==> config.mk <==
export PLATFORM = sky130hd
export DESIGN_NAME = first_fit_partition_allocator_unit_flat
export DESIGN_NICKNAME = d
export VERILOG_FILES = /design/src/ffpa_pkg.sv /design/src/ffpa_ifs.sv /design/src/ffpa_ram.sv /design/src/ffpa_scan.sv /design/src/first_fit_partition_allocator_unit.sv /design/src/flat_wrapper.sv
export SDC_FILE = /design/constraint.sdc
export NUM_CORES = 1
export LEC_CHECK = 0
export BUFFER_PORTS_ARGS = -buffer_cell sky130_fd_sc_hd__buf_2
export CAP_MARGIN = 0
export CELL_PAD_IN_SITES_DETAIL_PLACEMENT = 2
export CELL_PAD_IN_SITES_GLOBAL_PLACEMENT = 2
export CORE_MARGIN = 3
export CORE_UTILIZATION = 43
export DETAILED_ROUTE_END_ITERATION = 7
export GPL_TIMING_DRIVEN = 0
export PLACE_DENSITY = 0.92
export SLEW_MARGIN = 20
export SYNTH_ARGS = -nofsm -noshare
export SYNTH_HDL_FRONTEND = slang
export SYNTH_SLANG_ARGS = --single-unit
==> constraint.sdc <==
create_clock -name clk -period 5.1 [get_ports clk]
set_clock_uncertainty 0.15 [all_clocks]
set_input_delay 0.51 -clock clk [delete_from_list [all_inputs] [get_ports clk]]
set_output_delay 0.51 -clock clk [all_outputs]
set_load 0.01 [all_outputs]
==> src/ffpa_pkg.sv <==
// Shared types and constants of the first-fit partition allocator.
// Has no dependencies; the interfaces, scan controller, top level and checker import it.
package ffpa_pkg;

  localparam int PARTITIONS = 16;
  localparam int SIZE_BITS  = 16;

  localparam int IDX_W   = (PARTITIONS > 1) ? $clog2(PARTITIONS) : 1;
  localparam int LIM_W   = IDX_W + 1;
  localparam int COUNT_W = 5;
  localparam int PADDR_W = 3;
  localparam int PDATA_W = 32;

  // Field widths of the channels.
  localparam int MODE_W     = 1;
  localparam int PINDEX_W   = 4;
  localparam int SVALUE_W   = 16;
  localparam int STATUS_W   = 2;
  localparam int GRANT_W    = 4;
  localparam int HOLE_W     = 16;

  localparam logic [MODE_W-1:0] MODE_LOAD    = 1'b0;
  localparam logic [MODE_W-1:0] MODE_REQUEST = 1'b1;

  localparam logic [STATUS_W-1:0] STATUS_LOADED = 2'd0;
  localparam logic [STATUS_W-1:0] STATUS_ALLOC  = 2'd1;
  localparam logic [STATUS_W-1:0] STATUS_NOFIT  = 2'd2;

  localparam logic [PADDR_W-1:0] ADDR_PARTITION_COUNT = 3'd0;

  typedef logic [SIZE_BITS-1:0] size_t;

  // Access request from the scan controller to the size memory.
  typedef struct packed {
    logic             we;
    logic [IDX_W-1:0] waddr;
    size_t            wdata;
    logic             re;
    logic [IDX_W-1:0] raddr;
  } ram_req_t;

endpackage

==> src/ffpa_ifs.sv <==
// Channel interfaces for the request and response sides of the allocator.
// Depends on ffpa_pkg for field widths.
interface ffpa_req_if import ffpa_pkg::*; ();
  logic                valid;
  logic                ready;
  logic [MODE_W-1:0]   mode;
  logic [PINDEX_W-1:0] partition_index;
  logic [SVALUE_W-1:0] size_value;

  modport source (output valid, mode, partition_index, size_value, input ready);
  modport sink   (input valid, mode, partition_index, size_value, output ready);
endinterface

interface ffpa_rsp_if import ffpa_pkg::*; ();
  logic                valid;
  logic                ready;
  logic [STATUS_W-1:0] status;
  logic [GRANT_W-1:0]  granted_partition;
  logic [HOLE_W-1:0]   hole_size;

  modport source (output valid, status, granted_partition, hole_size, input ready);
  modport sink   (input valid, status, granted_partition, hole_size, output ready);
endinterface

==> src/ffpa_ram.sv <==
// Generic single-write, single-read synchronous RAM with registered read data.
// No dependencies.
module ffpa_ram #(
  parameter int DEPTH = 16,
  parameter int WIDTH = 16
) (
  input  logic                                     clk,
  input  logic                                     we,
  input  logic [((DEPTH > 1) ? $clog2(DEPTH) : 1)-1:0] waddr,
  input  logic [WIDTH-1:0]                         wdata,
  input  logic                                     re,
  input  logic [((DEPTH > 1) ? $clog2(DEPTH) : 1)-1:0] raddr,
  output logic [WIDTH-1:0]                         rdata
);

  logic [WIDTH-1:0] mem [DEPTH];

  always_ff @(posedge clk) begin
    if (we) begin
      mem[waddr] <= wdata;
    end
    if (re) begin
      rdata <= mem[raddr];
    end
  end

endmodule

==> src/ffpa_scan.sv <==
// Transaction controller: loads partition sizes, scans the size memory for a
// first fit, keeps the used flags and the response register. Uses ffpa_pkg.
module ffpa_scan import ffpa_pkg::*; (
  input  logic               clk,
  input  logic               rst,
  ffpa_req_if.sink           req,
  ffpa_rsp_if.source         rsp,
  input  logic [COUNT_W-1:0] partition_count,
  output ram_req_t           ram_req,
  input  size_t              ram_rdata
);

  typedef enum logic [1:0] {
    ST_IDLE,
    ST_SCAN,
    ST_FINISH
  } state_t;

  state_t                state;
  logic [IDX_W-1:0]      scan_idx;
  logic [LIM_W-1:0]      limit;
  size_t                 req_size;
  logic [PARTITIONS-1:0] used;
  logic [STATUS_W-1:0]   res_status;
  logic [GRANT_W-1:0]    res_grant;
  logic [HOLE_W-1:0]     res_hole;

  logic             accept;
  logic             load_in_range;
  logic [LIM_W-1:0] limit_next;
  logic             fits;
  logic             last_entry;
  logic             rsp_free;

  assign req.ready     = (state == ST_IDLE);
  assign accept        = req.valid && req.ready;
  assign load_in_range = (int'(req.partition_index) < PARTITIONS);
  assign rsp_free      = !rsp.valid || rsp.ready;

  // A count above the table size searches only the entries that exist.
  always_comb begin
    if (int'(partition_count) > PARTITIONS) begin
      limit_next = LIM_W'(PARTITIONS);
    end else begin
      limit_next = LIM_W'(partition_count);
    end
  end

  assign fits       = !used[scan_idx] && (ram_rdata >= req_size);
  assign last_entry = ((LIM_W'(scan_idx) + LIM_W'(1)) == limit);

  // The memory is read every cycle: entry zero while idle, so that its data is
  // ready in the first scan cycle, and the following entry while scanning.
  always_comb begin
    ram_req.we    = accept && (req.mode == MODE_LOAD) && load_in_range;
    ram_req.waddr = IDX_W'(req.partition_index);
    ram_req.wdata = SIZE_BITS'(req.size_value);
    ram_req.re    = 1'b1;
    ram_req.raddr = (state == ST_SCAN) ? IDX_W'(scan_idx + 1'b1) : '0;
  end

  always_ff @(posedge clk) begin
    if (rst) begin
      state     <= ST_IDLE;
      used      <= '0;
      rsp.valid <= 1'b0;
    end else begin
      // In the finish state the response register is refilled instead.
      if (rsp.valid && rsp.ready && (state != ST_FINISH)) begin
        rsp.valid <= 1'b0;
      end
      case (state)
        ST_IDLE: begin
          if (accept) begin
            res_grant <= '0;
            res_hole  <= '0;
            if (req.mode == MODE_LOAD) begin
              if (load_in_range) begin
                used[IDX_W'(req.partition_index)] <= 1'b0;
              end
              res_status <= STATUS_LOADED;
              state      <= ST_FINISH;
            end else begin
              req_size <= SIZE_BITS'(req.size_value);
              limit    <= limit_next;
              scan_idx <= '0;
              if (limit_next == '0) begin
                res_status <= STATUS_NOFIT;
                state      <= ST_FINISH;
              end else begin
                state <= ST_SCAN;
              end
            end
          end
        end
        ST_SCAN: begin
          if (fits) begin
            used[scan_idx] <= 1'b1;
            res_status     <= STATUS_ALLOC;
            res_grant      <= GRANT_W'(scan_idx);
            res_hole       <= HOLE_W'(ram_rdata - req_size);
            state          <= ST_FINISH;
          end else if (last_entry) begin
            res_status <= STATUS_NOFIT;
            state      <= ST_FINISH;
          end else begin
            scan_idx <= scan_idx + 1'b1;
          end
        end
        ST_FINISH: begin
          if (rsp_free) begin
            rsp.valid             <= 1'b1;
            rsp.status            <= res_status;
            rsp.granted_partition <= res_grant;
            rsp.hole_size         <= res_hole;
            state                 <= ST_IDLE;
          end
        end
        default: begin
          state <= ST_IDLE;
        end
      endcase
    end
  end

endmodule

==> src/first_fit_partition_allocator_unit.sv <==
// Top level of the first-fit partition allocator: configuration register,
// size memory and scan controller. Uses ffpa_pkg, ffpa_ifs, ffpa_ram, ffpa_scan.
//
//   Channel  Dir  Handshake            Carries
//   req      in   valid/ready          mode, partition_index, size_value
//   rsp      out  valid/ready          status, granted_partition, hole_size
//   apb      in   psel/penable/pready  partition_count at address 0
//
// A load goes from acceptance through the finish state before the next request
// can be taken. A request first scans the entries in order up to the first fit
// (at most the partition count), the size memory is read one entry per cycle.
// Reset clears the used flags, the partition count and the control state.
// A stalled response holds in its register; the controller can still take one
// more transaction, but then waits in its finish state until the register frees.
module first_fit_partition_allocator_unit import ffpa_pkg::*; (
  input  logic               clk,
  input  logic               rst,
  ffpa_req_if.sink           req,
  ffpa_rsp_if.source         rsp,
  input  logic               psel,
  input  logic               penable,
  input  logic               pwrite,
  input  logic [PADDR_W-1:0] paddr,
  input  logic [PDATA_W-1:0] pwdata,
  output logic [PDATA_W-1:0] prdata,
  output logic               pready
);

  logic [COUNT_W-1:0] partition_count;
  ram_req_t           ram_req;
  size_t              ram_rdata;
  logic               cfg_write;

  assign pready    = 1'b1;
  assign cfg_write = psel && penable && pwrite && pready &&
                     (paddr == ADDR_PARTITION_COUNT);

  always_ff @(posedge clk) begin
    if (rst) begin
      partition_count <= '0;
    end else if (cfg_write) begin
      partition_count <= pwdata[COUNT_W-1:0];
    end
  end

  always_comb begin
    if (paddr == ADDR_PARTITION_COUNT) begin
      prdata = PDATA_W'(partition_count);
    end else begin
      prdata = '0;
    end
  end

  ffpa_ram #(
    .DEPTH (PARTITIONS),
    .WIDTH (SIZE_BITS)
  ) u_size_ram (
    .clk   (clk),
    .we    (ram_req.we),
    .waddr (ram_req.waddr),
    .wdata (ram_req.wdata),
    .re    (ram_req.re),
    .raddr (ram_req.raddr),
    .rdata (ram_rdata)
  );

  ffpa_scan u_scan (
    .clk             (clk),
    .rst             (rst),
    .req             (req),
    .rsp             (rsp),
    .partition_count (partition_count),
    .ram_req         (ram_req),
    .ram_rdata       (ram_rdata)
  );

endmodule

==> src/flat_wrapper.sv <==
// flat-port wrapper written by rule: the top's interface ports become plain ports
module first_fit_partition_allocator_unit_flat import ffpa_pkg::*;
  (clk, rst, psel, penable, pwrite, paddr, pwdata, prdata, pready, req_valid, req_mode, req_partition_index, req_size_value, req_ready, rsp_valid, rsp_status, rsp_granted_partition, rsp_hole_size, rsp_ready);
  ffpa_req_if req_i ();
  ffpa_rsp_if rsp_i ();
  input  logic clk;
  input  logic rst;
  input  logic psel;
  input  logic penable;
  input  logic pwrite;
  input  logic [PADDR_W-1:0] paddr;
  input  logic [PDATA_W-1:0] pwdata;
  output logic [PDATA_W-1:0] prdata;
  output logic pready;
  input wire logic [$bits(req_i.valid)-1:0] req_valid;
  input wire logic [$bits(req_i.mode)-1:0] req_mode;
  input wire logic [$bits(req_i.partition_index)-1:0] req_partition_index;
  input wire logic [$bits(req_i.size_value)-1:0] req_size_value;
  output wire logic [$bits(req_i.ready)-1:0] req_ready;
  output wire logic [$bits(rsp_i.valid)-1:0] rsp_valid;
  output wire logic [$bits(rsp_i.status)-1:0] rsp_status;
  output wire logic [$bits(rsp_i.granted_partition)-1:0] rsp_granted_partition;
  output wire logic [$bits(rsp_i.hole_size)-1:0] rsp_hole_size;
  input wire logic [$bits(rsp_i.ready)-1:0] rsp_ready;
  assign req_i.valid = req_valid;
  assign req_i.mode = req_mode;
  assign req_i.partition_index = req_partition_index;
  assign req_i.size_value = req_size_value;
  assign req_ready = req_i.ready;
  assign rsp_valid = rsp_i.valid;
  assign rsp_status = rsp_i.status;
  assign rsp_granted_partition = rsp_i.granted_partition;
  assign rsp_hole_size = rsp_i.hole_size;
  assign rsp_i.ready = rsp_ready;
  first_fit_partition_allocator_unit u_core (.clk(clk), .rst(rst), .req(req_i), .rsp(rsp_i), .psel(psel), .penable(penable), .pwrite(pwrite), .paddr(paddr), .pwdata(pwdata), .prdata(prdata), .pready(pready));
endmodule
==> flow_summary.ini <==
[run_status]
run_status = finished clean

[sta]
tightestPinTransition_ns = 1.065
timing.final.crit_share_pct = 95.10
grt_setup_unrepaired = false
timing.final.hold_violations = 0
post-route-min-period_ns = 4.850
achievable-frequency_ghz = 0.2062
max-slew-margin-rel_pct = 29.01
finalSetupViolations = 0
finalSetupTns_ns = 0
post-route-worst-setup-slack_ns = 0.2501
slew_viol_final = 0

[synth]
synthesis.yosys.warnings = 0
ys_seq_area_share_pct = 70.01
avgSynthCellArea_um2 = 14.30
yosysUniqueCellTypes = 54
netlist.area_leader.share_pct = 64.70
post-synth-top-count-cell = sky130_fd_sc_hd__edfxtp_1
syn_inst = 1055
synth_edf_count = 325
ys_ff_latch = 365
syn_area_mm2 = 0.01508
netlist_top_cells_count = sky130_fd_sc_hd__edfxtp_1, sky130_fd_sc_hd__a21oi_1, sky130_fd_sc_hd__nor2_1
async_sr_flop_fraction_pct = 0
synthDominantAreaCellType = sky130_fd_sc_hd__edfxtp_1
synthTopCellsByArea = sky130_fd_sc_hd__edfxtp_1, sky130_fd_sc_hd__dfxtp_1, sky130_fd_sc_hd__mux4_2
ys_dominant_reg_cell = sky130_fd_sc_hd__edfxtp_1

[route]
detail_route_antenna_nets = 0
detail_route.iter0.violations = 871
wirelength_um = 52060
post_route_drc_violation_count = 0
route.detailed.vias_per_inst = 6.063
routedWlPerCell_um = 30.88
dr.pass1.iters = 5
routed-via-count = 10222

[critical_path]
cp_num_buf_inv = 6
crit_required_ns = 5.32
timing.critical_path.cells = buf_6 -> buf_2 -> clkbuf_1 -> inv_1 -> ha_1 -> clkbuf_2 -> clkbuf_1 -> a211oi_1 -> a21oi_1 -> nor2_1 -> a311oi_1 -> a21oi_1
path_class = flop to flop
critical_path_endpoint_category = flop
cp-start-kind = flop
critical-path-slowest-cell = sky130_fd_sc_hd__a311oi_1
cpPeakStageDelay_ns = 0.59
worst_path_dominant_cell_family = buffers and inverters
worst_path_arrival_time_ns = 5.07
crit_fanout = 10

[clock_network]
clock_latency_ns = 0.55
tritoncts_clock_tree = built
cts_max_path_buffers = 3
cts_root_buffer = sky130_fd_sc_hd__clkbuf_16
cts_max_level = 2
cts.clk_slew.worst_paths_ns = 0.06
post_cts_hold_buffer_count = 0
tritoncts_sink_count = 365
tritoncts.num_buffers = 40

[global_routing]
via_count_of_the_first_global_routing_pass = 11332
gr-usage-all-layers_pct = 27.34
grt_start_max_net_pins = 19
grt_pass1_wl_um = 76720
grt_antenna_before_repair = 3
globalRoute.totalOverflow = 0

[floorplan]
fp-row-count = 67
die_area_mm2 = 0.03736
die_w_um = 193.3
floorplan.die.height_um = 193.3
core_area_mm2 = 0.03404
start_util_pct = 44.32
num_io_pins = 120

[layout]
syn_to_final_growth_pct = 17.41
seq_area_mm2 = 0.01056
num-nets-final = 1290
multi_input_area_mm2 = 0.004123
num-fill-cells = 3169
drive_above_1_share_pct = 18.67
post_layout_nonfiller_instances = 1686

[min_path]
worst_hold_path_type = primary input to flop

[placement]
gp_congestion = 0.8472
place_hpwl_um = 35170
io_buffer_count = 64
place_inst = 1612
dp_worst_setup_slack_ns = 0.1625

[power]
power.density_mw_per_mm2 = 374.6
vdd_drop_max_mv = 0.2946
p_leak_nw = 6.105

[job]
drv.max_cap_violation_count = 0
[worst min-delay path, cell delays in order]
cell and delay (ns):
sky130_fd_sc_hd__buf_2 0.07, sky130_fd_sc_hd__mux2i_1 0.05, sky130_fd_sc_hd__nor2_1 0.08
[final cells by class]
type,instances,share of cell area (%)
Inverter,38,0.8054
Timing Repair Buffer,83,2.868
Buffer,85,2.572
Clock inverter,20,1.342
Tap cell,448,3.165
Clock buffer,53,6.323
Sequential cell,365,59.63
Multi-Input combinational cell,593,23.28
Antenna cell,1,0.01413
[layout by cell type, fill, tap and decap left out, types with 6 or more instances in the layout]
master and instances:
sky130_fd_sc_hd__and2_1 7, sky130_fd_sc_hd__buf_6 9, sky130_fd_sc_hd__dfxtp_1 40, sky130_fd_sc_hd__nor2_1 55, sky130_fd_sc_hd__nand3_1 41, sky130_fd_sc_hd__a211oi_1 19, sky130_fd_sc_hd__nor2_2 7, sky130_fd_sc_hd__nand2_1 55
sky130_fd_sc_hd__o21ai_0 40, sky130_fd_sc_hd__clkbuf_1 43, sky130_fd_sc_hd__o32ai_1 15, sky130_fd_sc_hd__clkinv_1 7, sky130_fd_sc_hd__clkbuf_8 7, sky130_fd_sc_hd__nor3_2 6, sky130_fd_sc_hd__ha_1 20, sky130_fd_sc_hd__a21oi_1 70
sky130_fd_sc_hd__nand2b_1 29, sky130_fd_sc_hd__mux4_2 19, sky130_fd_sc_hd__or3_1 20, sky130_fd_sc_hd__nor3_1 8, sky130_fd_sc_hd__xor2_1 7, sky130_fd_sc_hd__xnor2_1 9, sky130_fd_sc_hd__conb_1 28, sky130_fd_sc_hd__nor2b_1 7
sky130_fd_sc_hd__clkbuf_16 40, sky130_fd_sc_hd__buf_2 79, sky130_fd_sc_hd__a311oi_1 16, sky130_fd_sc_hd__inv_1 37, sky130_fd_sc_hd__buf_4 38, sky130_fd_sc_hd__edfxtp_1 325, sky130_fd_sc_hd__mux2i_1 40, sky130_fd_sc_hd__o221ai_1 33
[cell families after synthesis]
logic type	synth area share (%)
AOI/OAI and AO/OA	9.183
xor gates and xnor gates	0.9291
adders and majority gates	1.792
buffers and inverters	3.957
DFF	70.01
muxes	5.666
other	0.04979
and+or+nand+nor	8.412
[sequential cells by signal, summed over array words and instances, names as in the netlist]
name	flops
u_core.u_scan.scan_idx	4
u_core.u_scan.limit	5
u_core.u_size_ram.mem	256
u_core.u_scan.used	16
u_core.u_scan.rsp.granted_partition	4
u_core.u_scan.res_status	2
u_core.u_scan.rsp.valid	1
u_core.u_scan.req_size	16
u_core.u_scan.rsp.hole_size	16
u_core.u_scan.rsp.status	2
u_core.u_scan.res_grant	4
u_core.u_scan.state	2
u_core.u_size_ram.rdata	16
u_core.u_scan.res_hole	16
u_core.partition_count	5
[report_power, final]
part / internal, mW / switching (mW) / total, mW
registers: 3.29 / 0.0149 / 3.30
logic: 0.0931 / 0.230 / 0.323
clock network: 1.80 / 1.21 / 3.01
total: 5.18 / 1.45 / 6.63
[path summary, 6_finish.rpt]
path | startpoint | to | slack (ns) | cells past startpoint
min reg2reg | u_core.u_scan.res_grant[0] | u_core.u_scan.rsp.granted_partition[0] | 0.27 | 0
max reg2reg | u_core.u_scan.scan_idx[0] | u_core.u_size_ram.rdata[9] | 0.25 | 12
max | u_core.u_scan.scan_idx[0] | u_core.u_size_ram.rdata[9] | 0.25 | 12
min | pwdata[0] | u_core.partition_count[0] | 0.08 | 3
[routing by layer]
layer | wire, um | GRT usage (%) | up-vias | share of wire, %
met5 | 0 | 0 | - | 0
met4 | 2808 | 13.07 | 0 | 5.4
met3 | 3315 | 4.957 | 165 | 6.4
met2 | 26020 | 46.95 | 496 | 50
met1 | 19920 | 33.57 | 5265 | 38
li1 | - | - | 4296 | -
[metrics by stage]
step | power (mW) | util [%] | instance area, um2 | hold WS [ns]
detailed placement | 3.680 | 48.02 | 16340 | 0.2552
floorplan | 3.521 | - | 15180 | 0.2503
finish | 6.635 | 52.03 | 17710 | 0.08408
global route | 6.827 | 52.03 | 17710 | 0.1072
global placement | 3.634 | 47.19 | 16060 | 0.2503
CTS | 6.684 | 52.01 | 17700 | 0.07509
[timing repair]
item	4_1_cts	5_1_grt
resized for setup	1	0
setup buffers	0	0
setup endpoints to repair	1	0
No activity file was read; power rests on OpenSTA's default activity.
